$ cat config.mk
export PLATFORM = sky130hd
export DESIGN_NAME = telemetry_sentence_parser_unit_flat
export DESIGN_NICKNAME = d
export VERILOG_FILES = /design/src/tsp_pkg.sv /design/src/tsp_in_if.sv /design/src/tsp_out_if.sv /design/src/tsp_in_stage.sv /design/src/tsp_parse_core.sv /design/src/tsp_out_stage.sv /design/src/telemetry_sentence_parser_unit.sv /design/src/flat_wrapper.sv
export SDC_FILE = /design/constraint.sdc
export NUM_CORES = 2
export LEC_CHECK = 0
export BUFFER_PORTS_ARGS = -buffer_cell sky130_fd_sc_hd__buf_2
export CAP_MARGIN = 10
export CORE_MARGIN = 2
export CORE_UTILIZATION = 40
export CTS_BUF_LIST = sky130_fd_sc_hd__clkbuf_4
export DETAILED_ROUTE_END_ITERATION = 12
export PLACE_DENSITY = 0.55
export SLEW_MARGIN = 10
export SYNTH_ARGS = -nofsm -noshare
export SYNTH_HDL_FRONTEND = slang
export SYNTH_SLANG_ARGS = --single-unit
$ cat constraint.sdc
create_clock -name clk -period 31.2 [get_ports clk]
set_clock_uncertainty 0.05 [all_clocks]
set_input_delay 6.24 -clock clk [delete_from_list [all_inputs] [get_ports clk]]
set_output_delay 6.24 -clock clk [all_outputs]
set_load 0.03 [all_outputs]
$ cat src/tsp_pkg.sv
`default_nettype none

package tsp_pkg;

  localparam int ID_MAX_LEN_DEF  = 8;
  localparam int FRAC_DIGITS_DEF = 6;
  localparam int N_DEC           = 6;

  localparam logic [7:0] CH_DOLLAR = 8'h24;
  localparam logic [7:0] CH_COMMA  = 8'h2c;
  localparam logic [7:0] CH_STAR   = 8'h2a;
  localparam logic [7:0] CH_MINUS  = 8'h2d;
  localparam logic [7:0] CH_POINT  = 8'h2e;

  localparam logic [47:0] SAT_MAG = 48'h8000_0000_0000;

  typedef enum logic [3:0] {
    PH_D1, PH_D2, PH_ID, PH_SEQ0, PH_SEQ, PH_DSTART, PH_DSIGN, PH_DINT,
    PH_DFRAC, PH_BAT0, PH_BAT, PH_SKIP, PH_HEX, PH_DONE
  } phase_t;

  typedef enum logic [2:0] {
    ST_OK, ST_BAD_START, ST_NO_STAR, ST_BAD_HEX, ST_CSUM, ST_SYNTAX
  } status_t;

  typedef struct packed {
    logic [7:0] ch;
    logic       eol;
  } beat_t;

  typedef struct packed {
    status_t                status;
    logic [63:0]            id_bytes;
    logic [3:0]             id_length;
    logic [31:0]            sequence_res;
    logic [N_DEC-1:0][47:0] decimals;
    logic [15:0]            battery;
  } result_t;

  function automatic logic [29:0] pow10(input logic [3:0] k);
    logic [29:0] v;
    case (k)
      4'd0:    v = 30'd1;
      4'd1:    v = 30'd10;
      4'd2:    v = 30'd100;
      4'd3:    v = 30'd1000;
      4'd4:    v = 30'd10000;
      4'd5:    v = 30'd100000;
      4'd6:    v = 30'd1000000;
      4'd7:    v = 30'd10000000;
      4'd8:    v = 30'd100000000;
      4'd9:    v = 30'd1000000000;
      default: v = 30'd0;
    endcase
    return v;
  endfunction

endpackage

`default_nettype wire

$ cat src/tsp_in_if.sv
`default_nettype none

interface tsp_in_if;
  logic       valid;
  logic       ready;
  logic [7:0] ch;
  logic       end_of_line;

  modport source (output valid, output ch, output end_of_line, input ready);
  modport sink (input valid, input ch, input end_of_line, output ready);
endinterface

`default_nettype wire

$ cat src/tsp_out_if.sv
`default_nettype none

interface tsp_out_if;
  logic               valid;
  logic               ready;
  logic [2:0]         status;
  logic [63:0]        id_bytes;
  logic [3:0]         id_length;
  logic [31:0]        sequence_res;
  logic signed [47:0] latitude;
  logic signed [47:0] longitude;
  logic signed [47:0] altitude;
  logic signed [47:0] temperature;
  logic signed [47:0] humidity;
  logic signed [47:0] pressure;
  logic [15:0]        battery;

  modport source (
    output valid, output status, output id_bytes, output id_length,
    output sequence_res, output latitude, output longitude, output altitude,
    output temperature, output humidity, output pressure, output battery,
    input ready
  );
  modport sink (
    input valid, input status, input id_bytes, input id_length,
    input sequence_res, input latitude, input longitude, input altitude,
    input temperature, input humidity, input pressure, input battery,
    output ready
  );
endinterface

`default_nettype wire

$ cat src/tsp_in_stage.sv
`default_nettype none

module tsp_in_stage (
  input  wire logic          clk,
  input  wire logic          rst_n,
  tsp_in_if.sink             in_chan,
  input  wire logic          take,
  output logic               beat_valid,
  output tsp_pkg::beat_t     beat
);
  import tsp_pkg::*;

  logic  valid_r, valid_nxt;
  beat_t beat_r;
  logic  load;

  assign in_chan.ready = !valid_r || take;
  assign load          = in_chan.valid && in_chan.ready;

  always_comb begin
    valid_nxt = valid_r;
    if (load) begin
      valid_nxt = 1'b1;
    end else if (take) begin
      valid_nxt = 1'b0;
    end
  end

  always_ff @(posedge clk) begin
    if (!rst_n) begin
      valid_r <= 1'b0;
    end else begin
      valid_r <= valid_nxt;
    end
  end

  always_ff @(posedge clk) begin
    if (load) begin
      beat_r.ch  <= in_chan.ch;
      beat_r.eol <= in_chan.end_of_line;
    end
  end

  assign beat_valid = valid_r;
  assign beat       = beat_r;

endmodule

`default_nettype wire

$ cat src/tsp_parse_core.sv
`default_nettype none

module tsp_parse_core #(
  parameter int ID_MAX_LEN  = tsp_pkg::ID_MAX_LEN_DEF,
  parameter int FRAC_DIGITS = tsp_pkg::FRAC_DIGITS_DEF
) (
  input  wire logic            clk,
  input  wire logic            rst_n,
  input  wire logic            beat_valid,
  input  wire tsp_pkg::beat_t  beat,
  input  wire logic            res_ready,
  output logic                 take,
  output logic                 res_valid,
  output tsp_pkg::result_t     res
);
  import tsp_pkg::*;

  localparam int          FD_W = $clog2(FRAC_DIGITS + 1);
  localparam logic [29:0] UNIT = pow10(4'(FRAC_DIGITS));

  phase_t                 ph_r, ph_nxt;
  logic [2:0]             fi_r, fi_nxt;
  logic [7:0]             xor_r, xor_nxt;
  logic [47:0]            acc_r, acc_nxt;
  logic                   neg_r, neg_nxt;
  logic [FD_W-1:0]        fs_r, fs_nxt;
  logic [63:0]            id_r, id_nxt;
  logic [3:0]             idc_r, idc_nxt;
  logic [31:0]            seq_r, seq_nxt;
  logic [N_DEC-1:0][47:0] dec_r, dec_nxt;
  logic [15:0]            bat_r, bat_nxt;
  logic [7:0]             hv_r, hv_nxt;
  logic [1:0]             hc_r, hc_nxt;
  status_t                err_r, err_nxt;

  logic [7:0]      c;
  logic [3:0]      d;
  logic            is_dig;
  logic [4:0]      hex_d;
  logic            syn_err;
  logic            store;
  logic [51:0]     int_sum;
  logic [51:0]     frac_sum;
  logic [33:0]     int_add;
  logic [33:0]     frac_add;
  logic [FD_W-1:0] fs_inc;
  logic [47:0]     dec_val;
  status_t         status_c;

  function automatic logic [4:0] hex_of(input logic [7:0] x);
    logic [4:0] r;
    r = 5'd0;
    if (x >= 8'h30 && x <= 8'h39) begin
      r = {1'b1, x[3:0]};
    end else if ((x >= 8'h61 && x <= 8'h66) || (x >= 8'h41 && x <= 8'h46)) begin
      r = {1'b1, x[3:0] + 4'd9};
    end
    return r;
  endfunction

  assign c      = beat.ch;
  assign d      = c[3:0];
  assign is_dig = (c >= 8'h30) && (c <= 8'h39);
  assign hex_d  = hex_of(c);

  assign int_add  = 34'(d) * 34'(UNIT);
  assign int_sum  = ({4'b0, acc_r} << 3) + ({4'b0, acc_r} << 1) + 52'(int_add);
  assign fs_inc   = fs_r + 1'b1;
  assign frac_add = 34'(d) * 34'(pow10(4'(FRAC_DIGITS) - 4'(fs_inc)));
  assign frac_sum = {4'b0, acc_r} + 52'(frac_add);

  always_comb begin
    if (neg_r) begin
      dec_val = 48'd0 - acc_r;
    end else if (acc_r > SAT_MAG - 48'd1) begin
      dec_val = SAT_MAG - 48'd1;
    end else begin
      dec_val = acc_r;
    end
  end

  always_comb begin
    ph_nxt  = ph_r;
    fi_nxt  = fi_r;
    xor_nxt = xor_r;
    acc_nxt = acc_r;
    neg_nxt = neg_r;
    fs_nxt  = fs_r;
    id_nxt  = id_r;
    idc_nxt = idc_r;
    seq_nxt = seq_r;
    dec_nxt = dec_r;
    bat_nxt = bat_r;
    hv_nxt  = hv_r;
    hc_nxt  = hc_r;
    err_nxt = err_r;
    syn_err = 1'b0;
    store   = 1'b0;
    if (ph_r >= PH_ID && ph_r <= PH_SKIP && c == CH_STAR) begin
      if (ph_r != PH_BAT && err_r == ST_OK) begin
        err_nxt = ST_SYNTAX;
      end
      ph_nxt = PH_HEX;
      hc_nxt = 2'd0;
      hv_nxt = 8'd0;
    end else begin
      if (ph_r < PH_HEX) begin
        xor_nxt = xor_r ^ c;
      end
      case (ph_r)
        PH_D1, PH_D2: begin
          if (c == CH_DOLLAR) begin
            ph_nxt = (ph_r == PH_D1) ? PH_D2 : PH_ID;
          end else begin
            err_nxt = ST_BAD_START;
            ph_nxt  = PH_DONE;
          end
        end
        PH_ID: begin
          if (c == CH_COMMA) begin
            ph_nxt = PH_SEQ0;
          end else if (idc_r < 4'(ID_MAX_LEN)) begin
            id_nxt  = id_r | ({56'd0, c} << {idc_r[2:0], 3'b000});
            idc_nxt = idc_r + 4'd1;
          end else begin
            syn_err = 1'b1;
          end
        end
        PH_SEQ0, PH_SEQ: begin
          if (is_dig) begin
            seq_nxt = {seq_r[28:0], 3'b000} + {seq_r[30:0], 1'b0} + 32'(d);
            ph_nxt  = PH_SEQ;
          end else if (c == CH_COMMA && ph_r == PH_SEQ) begin
            fi_nxt  = 3'd0;
            acc_nxt = 48'd0;
            neg_nxt = 1'b0;
            fs_nxt  = '0;
            ph_nxt  = PH_DSTART;
          end else begin
            syn_err = 1'b1;
          end
        end
        PH_DSTART, PH_DSIGN: begin
          if (c == CH_MINUS && ph_r == PH_DSTART) begin
            neg_nxt = 1'b1;
            ph_nxt  = PH_DSIGN;
          end else if (is_dig) begin
            acc_nxt = (int_sum > {4'b0, SAT_MAG}) ? SAT_MAG : int_sum[47:0];
            ph_nxt  = PH_DINT;
          end else if (c == CH_POINT) begin
            ph_nxt = PH_DFRAC;
          end else begin
            syn_err = 1'b1;
          end
        end
        PH_DINT: begin
          if (is_dig) begin
            acc_nxt = (int_sum > {4'b0, SAT_MAG}) ? SAT_MAG : int_sum[47:0];
          end else if (c == CH_POINT) begin
            ph_nxt = PH_DFRAC;
          end else if (c == CH_COMMA) begin
            store = 1'b1;
          end else begin
            syn_err = 1'b1;
          end
        end
        PH_DFRAC: begin
          if (is_dig) begin
            if (fs_r < FD_W'(FRAC_DIGITS)) begin
              fs_nxt  = fs_inc;
              acc_nxt = (frac_sum > {4'b0, SAT_MAG}) ? SAT_MAG : frac_sum[47:0];
            end
          end else if (c == CH_COMMA) begin
            store = 1'b1;
          end else begin
            syn_err = 1'b1;
          end
        end
        PH_BAT0, PH_BAT: begin
          if (is_dig) begin
            bat_nxt = {bat_r[12:0], 3'b000} + {bat_r[14:0], 1'b0} + 16'(d);
            ph_nxt  = PH_BAT;
          end else begin
            syn_err = 1'b1;
          end
        end
        PH_HEX: begin
          if (hex_d[4] && hc_r < 2'd2) begin
            hv_nxt = {hv_r[3:0], hex_d[3:0]};
            hc_nxt = hc_r + 2'd1;
            if (hc_r == 2'd1) begin
              ph_nxt = PH_DONE;
            end
          end else begin
            ph_nxt = PH_DONE;
          end
        end
        default: begin
        end
      endcase
      if (store) begin
        dec_nxt[fi_r] = dec_val;
        fi_nxt        = fi_r + 3'd1;
        acc_nxt       = 48'd0;
        neg_nxt       = 1'b0;
        fs_nxt        = '0;
        ph_nxt        = (fi_r + 3'd1 >= 3'(N_DEC)) ? PH_BAT0 : PH_DSTART;
      end
      if (syn_err) begin
        if (err_r == ST_OK) begin
          err_nxt = ST_SYNTAX;
        end
        ph_nxt = PH_SKIP;
      end
    end
  end

  always_comb begin
    if (err_nxt == ST_BAD_START || ph_nxt <= PH_D2) begin
      status_c = ST_BAD_START;
    end else if (ph_nxt < PH_HEX) begin
      status_c = ST_NO_STAR;
    end else if (hc_nxt == 2'd0) begin
      status_c = ST_BAD_HEX;
    end else if (xor_nxt != hv_nxt) begin
      status_c = ST_CSUM;
    end else if (err_nxt == ST_SYNTAX) begin
      status_c = ST_SYNTAX;
    end else begin
      status_c = ST_OK;
    end
  end

  always_comb begin
    res        = '0;
    res.status = status_c;
    if (status_c == ST_OK) begin
      res.id_bytes     = id_nxt;
      res.id_length    = idc_nxt;
      res.sequence_res = seq_nxt;
      res.decimals     = dec_nxt;
      res.battery      = bat_nxt;
    end
  end

  assign take      = beat_valid && (!beat.eol || res_ready);
  assign res_valid = beat_valid && beat.eol;

  always_ff @(posedge clk) begin
    if (!rst_n || (take && beat.eol)) begin
      ph_r  <= PH_D1;
      fi_r  <= 3'd0;
      xor_r <= 8'd0;
      acc_r <= 48'd0;
      neg_r <= 1'b0;
      fs_r  <= '0;
      id_r  <= 64'd0;
      idc_r <= 4'd0;
      seq_r <= 32'd0;
      dec_r <= '0;
      bat_r <= 16'd0;
      hv_r  <= 8'd0;
      hc_r  <= 2'd0;
      err_r <= ST_OK;
    end else if (take) begin
      ph_r  <= ph_nxt;
      fi_r  <= fi_nxt;
      xor_r <= xor_nxt;
      acc_r <= acc_nxt;
      neg_r <= neg_nxt;
      fs_r  <= fs_nxt;
      id_r  <= id_nxt;
      idc_r <= idc_nxt;
      seq_r <= seq_nxt;
      dec_r <= dec_nxt;
      bat_r <= bat_nxt;
      hv_r  <= hv_nxt;
      hc_r  <= hc_nxt;
      err_r <= err_nxt;
    end
  end

`ifndef NO_ASSERTIONS
  a_id_len: assert property (@(posedge clk) disable iff (!rst_n)
    idc_r <= 4'(ID_MAX_LEN))
    else $error("id count past limit");
  a_frac_len: assert property (@(posedge clk) disable iff (!rst_n)
    fs_r <= FD_W'(FRAC_DIGITS))
    else $error("fraction digit count past limit");
  a_acc_sat: assert property (@(posedge clk) disable iff (!rst_n)
    acc_r <= SAT_MAG)
    else $error("accumulator past saturation");
  a_hex_cnt: assert property (@(posedge clk) disable iff (!rst_n)
    (hc_r == 2'd2) |-> (ph_r == PH_DONE))
    else $error("two hex digits without done phase");
  a_line_clr: assert property (@(posedge clk) disable iff (!rst_n)
    (take && beat.eol) |=> (ph_r == PH_D1 && xor_r == 8'd0 && err_r == ST_OK))
    else $error("state not cleared after line");
`endif

endmodule

`default_nettype wire

$ cat src/tsp_out_stage.sv
`default_nettype none

module tsp_out_stage (
  input  wire logic             clk,
  input  wire logic             rst_n,
  input  wire logic             res_valid,
  input  wire tsp_pkg::result_t res,
  output logic                  res_ready,
  tsp_out_if.source             out_chan
);
  import tsp_pkg::*;

  logic    valid_r, valid_nxt;
  result_t res_r;
  logic    load;

  assign res_ready = !valid_r || out_chan.ready;
  assign load      = res_valid && res_ready;

  always_comb begin
    valid_nxt = valid_r;
    if (load) begin
      valid_nxt = 1'b1;
    end else if (out_chan.ready) begin
      valid_nxt = 1'b0;
    end
  end

  always_ff @(posedge clk) begin
    if (!rst_n) begin
      valid_r <= 1'b0;
    end else begin
      valid_r <= valid_nxt;
    end
  end

  always_ff @(posedge clk) begin
    if (load) begin
      res_r <= res;
    end
  end

  assign out_chan.valid        = valid_r;
  assign out_chan.status       = res_r.status;
  assign out_chan.id_bytes     = res_r.id_bytes;
  assign out_chan.id_length    = res_r.id_length;
  assign out_chan.sequence_res = res_r.sequence_res;
  assign out_chan.latitude     = res_r.decimals[0];
  assign out_chan.longitude    = res_r.decimals[1];
  assign out_chan.altitude     = res_r.decimals[2];
  assign out_chan.temperature  = res_r.decimals[3];
  assign out_chan.humidity     = res_r.decimals[4];
  assign out_chan.pressure     = res_r.decimals[5];
  assign out_chan.battery      = res_r.battery;

endmodule

`default_nettype wire

$ cat src/telemetry_sentence_parser_unit.sv
// Telemetry sentence parser.
// in_chan carries one raw byte of a "$$id,seq,lat,lon,alt,temp,hum,press,batt*HH"
// line per beat, with end_of_line high on the last byte of the line.
// out_chan carries one result beat per line: a status code and, when the
// status is ok, the id, sequence, six decimals in signed 10^-FRAC_DIGITS units
// and the battery value; on any other status those fields are zero.
// Throughput: one byte per cycle unless a last byte waits on a full result slot,
// set by the single parse step between the byte register and the result register.
// Path: the last byte of a line is held in the byte register, then its result
// beat in the result register, which drives out_chan.
// Reset: all parser state clears and both registers empty; the first byte
// after reset starts a new line. State also clears after every line.
// Stall: while a result waits on out_chan, bytes that do not end a line keep
// flowing; a last byte holds in the byte register until the result slot is
// free, and in_chan.ready drops until then.
`default_nettype none

module telemetry_sentence_parser_unit #(
  parameter int ID_MAX_LEN  = tsp_pkg::ID_MAX_LEN_DEF,
  parameter int FRAC_DIGITS = tsp_pkg::FRAC_DIGITS_DEF
) (
  input  wire logic clk,
  input  wire logic rst_n,
  tsp_in_if.sink    in_chan,
  tsp_out_if.source out_chan
);
  import tsp_pkg::*;

  logic    beat_valid;
  beat_t   beat;
  logic    take;
  logic    res_valid;
  logic    res_ready;
  result_t res;

  tsp_in_stage u_in (
    .clk        (clk),
    .rst_n      (rst_n),
    .in_chan    (in_chan),
    .take       (take),
    .beat_valid (beat_valid),
    .beat       (beat)
  );

  tsp_parse_core #(
    .ID_MAX_LEN  (ID_MAX_LEN),
    .FRAC_DIGITS (FRAC_DIGITS)
  ) u_core (
    .clk        (clk),
    .rst_n      (rst_n),
    .beat_valid (beat_valid),
    .beat       (beat),
    .res_ready  (res_ready),
    .take       (take),
    .res_valid  (res_valid),
    .res        (res)
  );

  tsp_out_stage u_out (
    .clk       (clk),
    .rst_n     (rst_n),
    .res_valid (res_valid),
    .res       (res),
    .res_ready (res_ready),
    .out_chan  (out_chan)
  );

endmodule

`default_nettype wire
$ cat src/flat_wrapper.sv
// flat-port wrapper written by rule: the top's interface ports become plain ports
module telemetry_sentence_parser_unit_flat import tsp_pkg::*;
#(
  parameter int ID_MAX_LEN  = tsp_pkg::ID_MAX_LEN_DEF,
  parameter int FRAC_DIGITS = tsp_pkg::FRAC_DIGITS_DEF
)
  (clk, rst_n, in_chan_valid, in_chan_ch, in_chan_end_of_line, in_chan_ready, out_chan_valid, out_chan_status, out_chan_id_bytes, out_chan_id_length, out_chan_sequence_res, out_chan_latitude, out_chan_longitude, out_chan_altitude, out_chan_temperature, out_chan_humidity, out_chan_pressure, out_chan_battery, out_chan_ready);
  tsp_in_if in_chan_i ();
  tsp_out_if out_chan_i ();
  input  wire logic clk;
  input  wire logic rst_n;
  input wire logic [$bits(in_chan_i.valid)-1:0] in_chan_valid;
  input wire logic [$bits(in_chan_i.ch)-1:0] in_chan_ch;
  input wire logic [$bits(in_chan_i.end_of_line)-1:0] in_chan_end_of_line;
  output wire logic [$bits(in_chan_i.ready)-1:0] in_chan_ready;
  output wire logic [$bits(out_chan_i.valid)-1:0] out_chan_valid;
  output wire logic [$bits(out_chan_i.status)-1:0] out_chan_status;
  output wire logic [$bits(out_chan_i.id_bytes)-1:0] out_chan_id_bytes;
  output wire logic [$bits(out_chan_i.id_length)-1:0] out_chan_id_length;
  output wire logic [$bits(out_chan_i.sequence_res)-1:0] out_chan_sequence_res;
  output wire logic [$bits(out_chan_i.latitude)-1:0] out_chan_latitude;
  output wire logic [$bits(out_chan_i.longitude)-1:0] out_chan_longitude;
  output wire logic [$bits(out_chan_i.altitude)-1:0] out_chan_altitude;
  output wire logic [$bits(out_chan_i.temperature)-1:0] out_chan_temperature;
  output wire logic [$bits(out_chan_i.humidity)-1:0] out_chan_humidity;
  output wire logic [$bits(out_chan_i.pressure)-1:0] out_chan_pressure;
  output wire logic [$bits(out_chan_i.battery)-1:0] out_chan_battery;
  input wire logic [$bits(out_chan_i.ready)-1:0] out_chan_ready;
  assign in_chan_i.valid = in_chan_valid;
  assign in_chan_i.ch = in_chan_ch;
  assign in_chan_i.end_of_line = in_chan_end_of_line;
  assign in_chan_ready = in_chan_i.ready;
  assign out_chan_valid = out_chan_i.valid;
  assign out_chan_status = out_chan_i.status;
  assign out_chan_id_bytes = out_chan_i.id_bytes;
  assign out_chan_id_length = out_chan_i.id_length;
  assign out_chan_sequence_res = out_chan_i.sequence_res;
  assign out_chan_latitude = out_chan_i.latitude;
  assign out_chan_longitude = out_chan_i.longitude;
  assign out_chan_altitude = out_chan_i.altitude;
  assign out_chan_temperature = out_chan_i.temperature;
  assign out_chan_humidity = out_chan_i.humidity;
  assign out_chan_pressure = out_chan_i.pressure;
  assign out_chan_battery = out_chan_i.battery;
  assign out_chan_i.ready = out_chan_ready;
  telemetry_sentence_parser_unit #(.ID_MAX_LEN(ID_MAX_LEN), .FRAC_DIGITS(FRAC_DIGITS)) u_core (.clk(clk), .rst_n(rst_n), .in_chan(in_chan_i), .out_chan(out_chan_i));
endmodule
==> summary.md <==
| Metric | Value |
|---|---|
| Final Util | 45.9% |
| Share of cells above drive strength 1 | 15.3% |
| Clock latency on the worst-skew pair | 1.31 ns |
| First-pass GRT wire length | 249,000 um |
| Yosys warnings | 0 |
| CP Data Arrival Time | 7.21 ns |
| Post-CTS Setup Bufs | 0 |
| Main combinational cell family by area after synthesis | simple AND/OR/NAND/NOR gates |
| Cells on Worst Hold Path | 2 |
| Post-Syn Nets | 6,262 |
| Root Driver | clkbuf_4 |
| Routed vias | 43.8k |
| Die W | 358 um |
| Final hold slack | 0.403 ns |
| Post-Synth Adder-Cell Area | 10.7% |
| Post-Synth Simple-Gate Area | 19.3% |
| Final period util | 43.3% |
| Final setup viols | 0 |
| Cells on worst reg2reg path | 26 |
| Row count | 129 |
| Mux cell area share after synthesis | 0.522% |
| Core Area | 124,000 sq um |
| Die ar. | 128,000 sq um |
| Post-Layout Cell Count | 8,092 |
| GRT Util Overall | 25.4% |
| Status | finished clean |
| Worst R2R Setup Slack | 21.18 ns |
| Post-synthesis xor/xnor area fraction | 3.51% |
| Synth top area share | 24.9% |
| Starting Density | 40.4% |
| FF-to-FF Start | u_core.u_core.fs_r[0]$_SDFFE_PP0P_ |
| Per-cell routed wire length | 20.6 um |
| Number of H-tree levels | 4 |
| Syn Area/Cell | 8.50 sq um |
| Final hold violation count | 0 |
| Hold WC Path Type | register to register |
| Crit Path Class | input pin to primary output |
| Inst Count DP | 7,636 |
| FILL cells | 12.3k |
| Dominant synthesized flop cell | dfxtp_1 |
| Worst Hold Launch | u_core.u_core.dec_r[241]$_SDFFE_PP0P_ |
| Hold_buf cts | 0 |
| Tightest Pin Transition | 1.27 ns |
| Final TNS setup | 0 ns |
| PwrDens | 45.2 nW/um^2 |
| Cells after Synth | 5,891 |
| Tmin final | 13.50 ns |
| Largest cells by area after synthesis | edfxtp_1, dfxtp_1, a21oi_1, nand2_1, nor2_1 |
| Worst slew margin | 15.5% |
| Peak supply drop | 38.4 uV |
| Initial antenna violation count | 2 |
| Starting DRT DRC Count | 4,057 |
| CP Max Fanout | 6 |
| Most frequent CP cell | buf_2 |
| WHS Endpoint | u_core.u_core.dec_r[241]$_SDFFE_PP0P_ |
| Post-layout total power | 2570 uW |
| Worst setup path startpoint | out_chan_ready |
| Startpoint types | input pin |
| LEAKAGE | 0.0212 uW |
| Post-synth EDFFs | 416 |
| Reg2reg end | u_core.u_core.acc_r[12]$_SDFFE_PP0P_ |
| Compound-Gate Fraction of Synth Area | 16.6% |
| Register area share after synthesis | 44.4% |
| Final GP Congestion | 0.987 |
| Via density | 5.41 |
| # resized after CTS | 0 |
| Most frequent cell after synthesis | nand2_1 |
| Most instantiated cells after synthesis | nand2_1, nor2_1, a21oi_1 |
| DRC viols | 0 |
| Post-synthesis cell type count | 91 |
| Ports | 422 |
| I/O Buffers | 421 |
| Ys async rst share | 0% |
| Fmax | 74.1 MHz |
| CTS max path bufs | 3 |
| Clock-pin slew on the worst setup and hold paths | 0.06 ns |
| Flops & latches, synth | 902 |
| Critical path cell sequence | buf_2, nor2b_1, nand3_1, buf_2 |
| RSZ-0062 raised after global routing | no |
| MaxCap Viol Count | 0 |
| Synth-to-layout area growth | 13.5% |
| Post-Route WL | 167,000 um |
| Num CTS Buffers | 234 |
| CTS tree | done |
| DP HPWL | 113,000 um |
| Critical path's slowest cell | nor2b_1 |
| Critical path's largest stage delay | 0.49 ns |
| Synthesized area | 50,100 sq um |
| Vias in the first global route | 40.4k |
| Antenna Violating Nets Remaining | 0 |
| Pin count of the biggest net entering global routing | 196 |
| CP required | 24.91 ns |
| Net count, final | 6,606 |
| Critical path capture point type | primary output |
| Yosys top cell by area | edfxtp_1 |
| Clock sinks | 902 |
| Die H | 358 um |
| DRT Pass-1 Iters | 6 |
| Gr ovfl total | 0 |
| Fin. max-slew vios | 0 |
## layout by cell type (no fill, tap or decap), types with 98 or more instances in the layout
master / n
fa_1: 114
nand2_1: 940
xnor2_1: 122
o21ai_0: 116
ha_1: 244
edfxtp_1: 416
nor2_1: 925
buf_4: 111
buf_2: 421
clkbuf_4: 373
dfxtp_1: 486
a21oi_1: 920
a31oi_1: 98
inv_1: 218
## layer usage
metal	routed length [um]	global-route usage [%]	vias to the layer above
met5	0	0	-
met4	4630	8.38	0
met3	11800	5.04	252
met2	76500	40.1	1627
met1	73900	34.8	20800
li1	-	-	21100
## power by group
part | internal, uW | switching, uW | total, uW
clock | 556 | 529 | 1090
sequential | 1250 | 11.0 | 1260
combinational | 62.2 | 162 | 224
total | 1870 | 701 | 2570
## worst max-delay path: cells and delay by family
family | cells | cell delay [ns]
buf+inv | 2 | 0.31
simple gates | 2 | 0.66
## cell type report
cell class	instances	area (sq um)	area share [%]
clock inverters	70	398	0.700
diodes	13	32.5	0.0572
well taps	1637	2050	3.60
multi-input cells	4343	25500	44.9
inverters	219	822	1.45
repair buffers	535	3000	5.28
clock buffers	373	2800	4.93
flip-flops and latches	902	22200	39.1
## worst max-delay path by stage
| stage | to | slack (ns) |
|---|---|---|
| 3_3_place_gp | in_chan_ready | 17.69 |
| 6_report | in_chan_ready | 17.70 |
| 4_1_cts | in_chan_ready | 17.69 |
| 2_1_floorplan | u_core.u_core.acc_r[35]$_SDFFE_PP0P_ | 5.19 |
| 5_1_grt | in_chan_ready | 17.63 |
| 3_5_place_dp | in_chan_ready | 17.69 |
## through the flow
step	worst slack, ns	area, sq um
finish	17.70	56900
global route	17.63	56900
CTS	17.69	56800
detailed placement	17.69	53600
global placement	17.69	53600
floorplan	5.19	50100
## state kept, by name, indices dropped and copies added (netlist names), 3 cells and up
| register | cells |
|---|---|
| u_core.u_core.dec_r | 288 |
| u_core.u_core.id_r | 64 |
| u_core.u_out.out_chan.id_bytes | 64 |
| u_core.u_core.acc_r | 48 |
| u_core.u_out.out_chan.altitude | 48 |
| u_core.u_out.out_chan.humidity | 48 |
| u_core.u_out.out_chan.latitude | 48 |
| u_core.u_out.out_chan.longitude | 48 |
| u_core.u_out.out_chan.pressure | 48 |
| u_core.u_out.out_chan.temperature | 48 |
| u_core.u_core.seq_r | 32 |
| u_core.u_out.out_chan.sequence_res | 32 |
| u_core.u_core.bat_r | 16 |
| u_core.u_out.out_chan.battery | 16 |
| u_core.u_in.beat | 9 |
| u_core.u_core.hv_r | 8 |
| u_core.u_core.xor_r | 8 |
| u_core.u_core.idc_r | 4 |
| u_core.u_core.ph_r | 4 |
| u_core.u_out.out_chan.id_length | 4 |
| u_core.u_core.err_r | 3 |
| u_core.u_core.fi_r | 3 |
| u_core.u_core.fs_r | 3 |
| u_core.u_out.out_chan.status | 3 |
## logic make-up after synthesis
kind of cell	count (synthesis)
compound gates	1449
xor+xnor	201
fa+ha+maj	358
buf+inv	646
flops	902
mux	26
simple gates	2309
No activity file was read; power rests on OpenSTA's default activity.
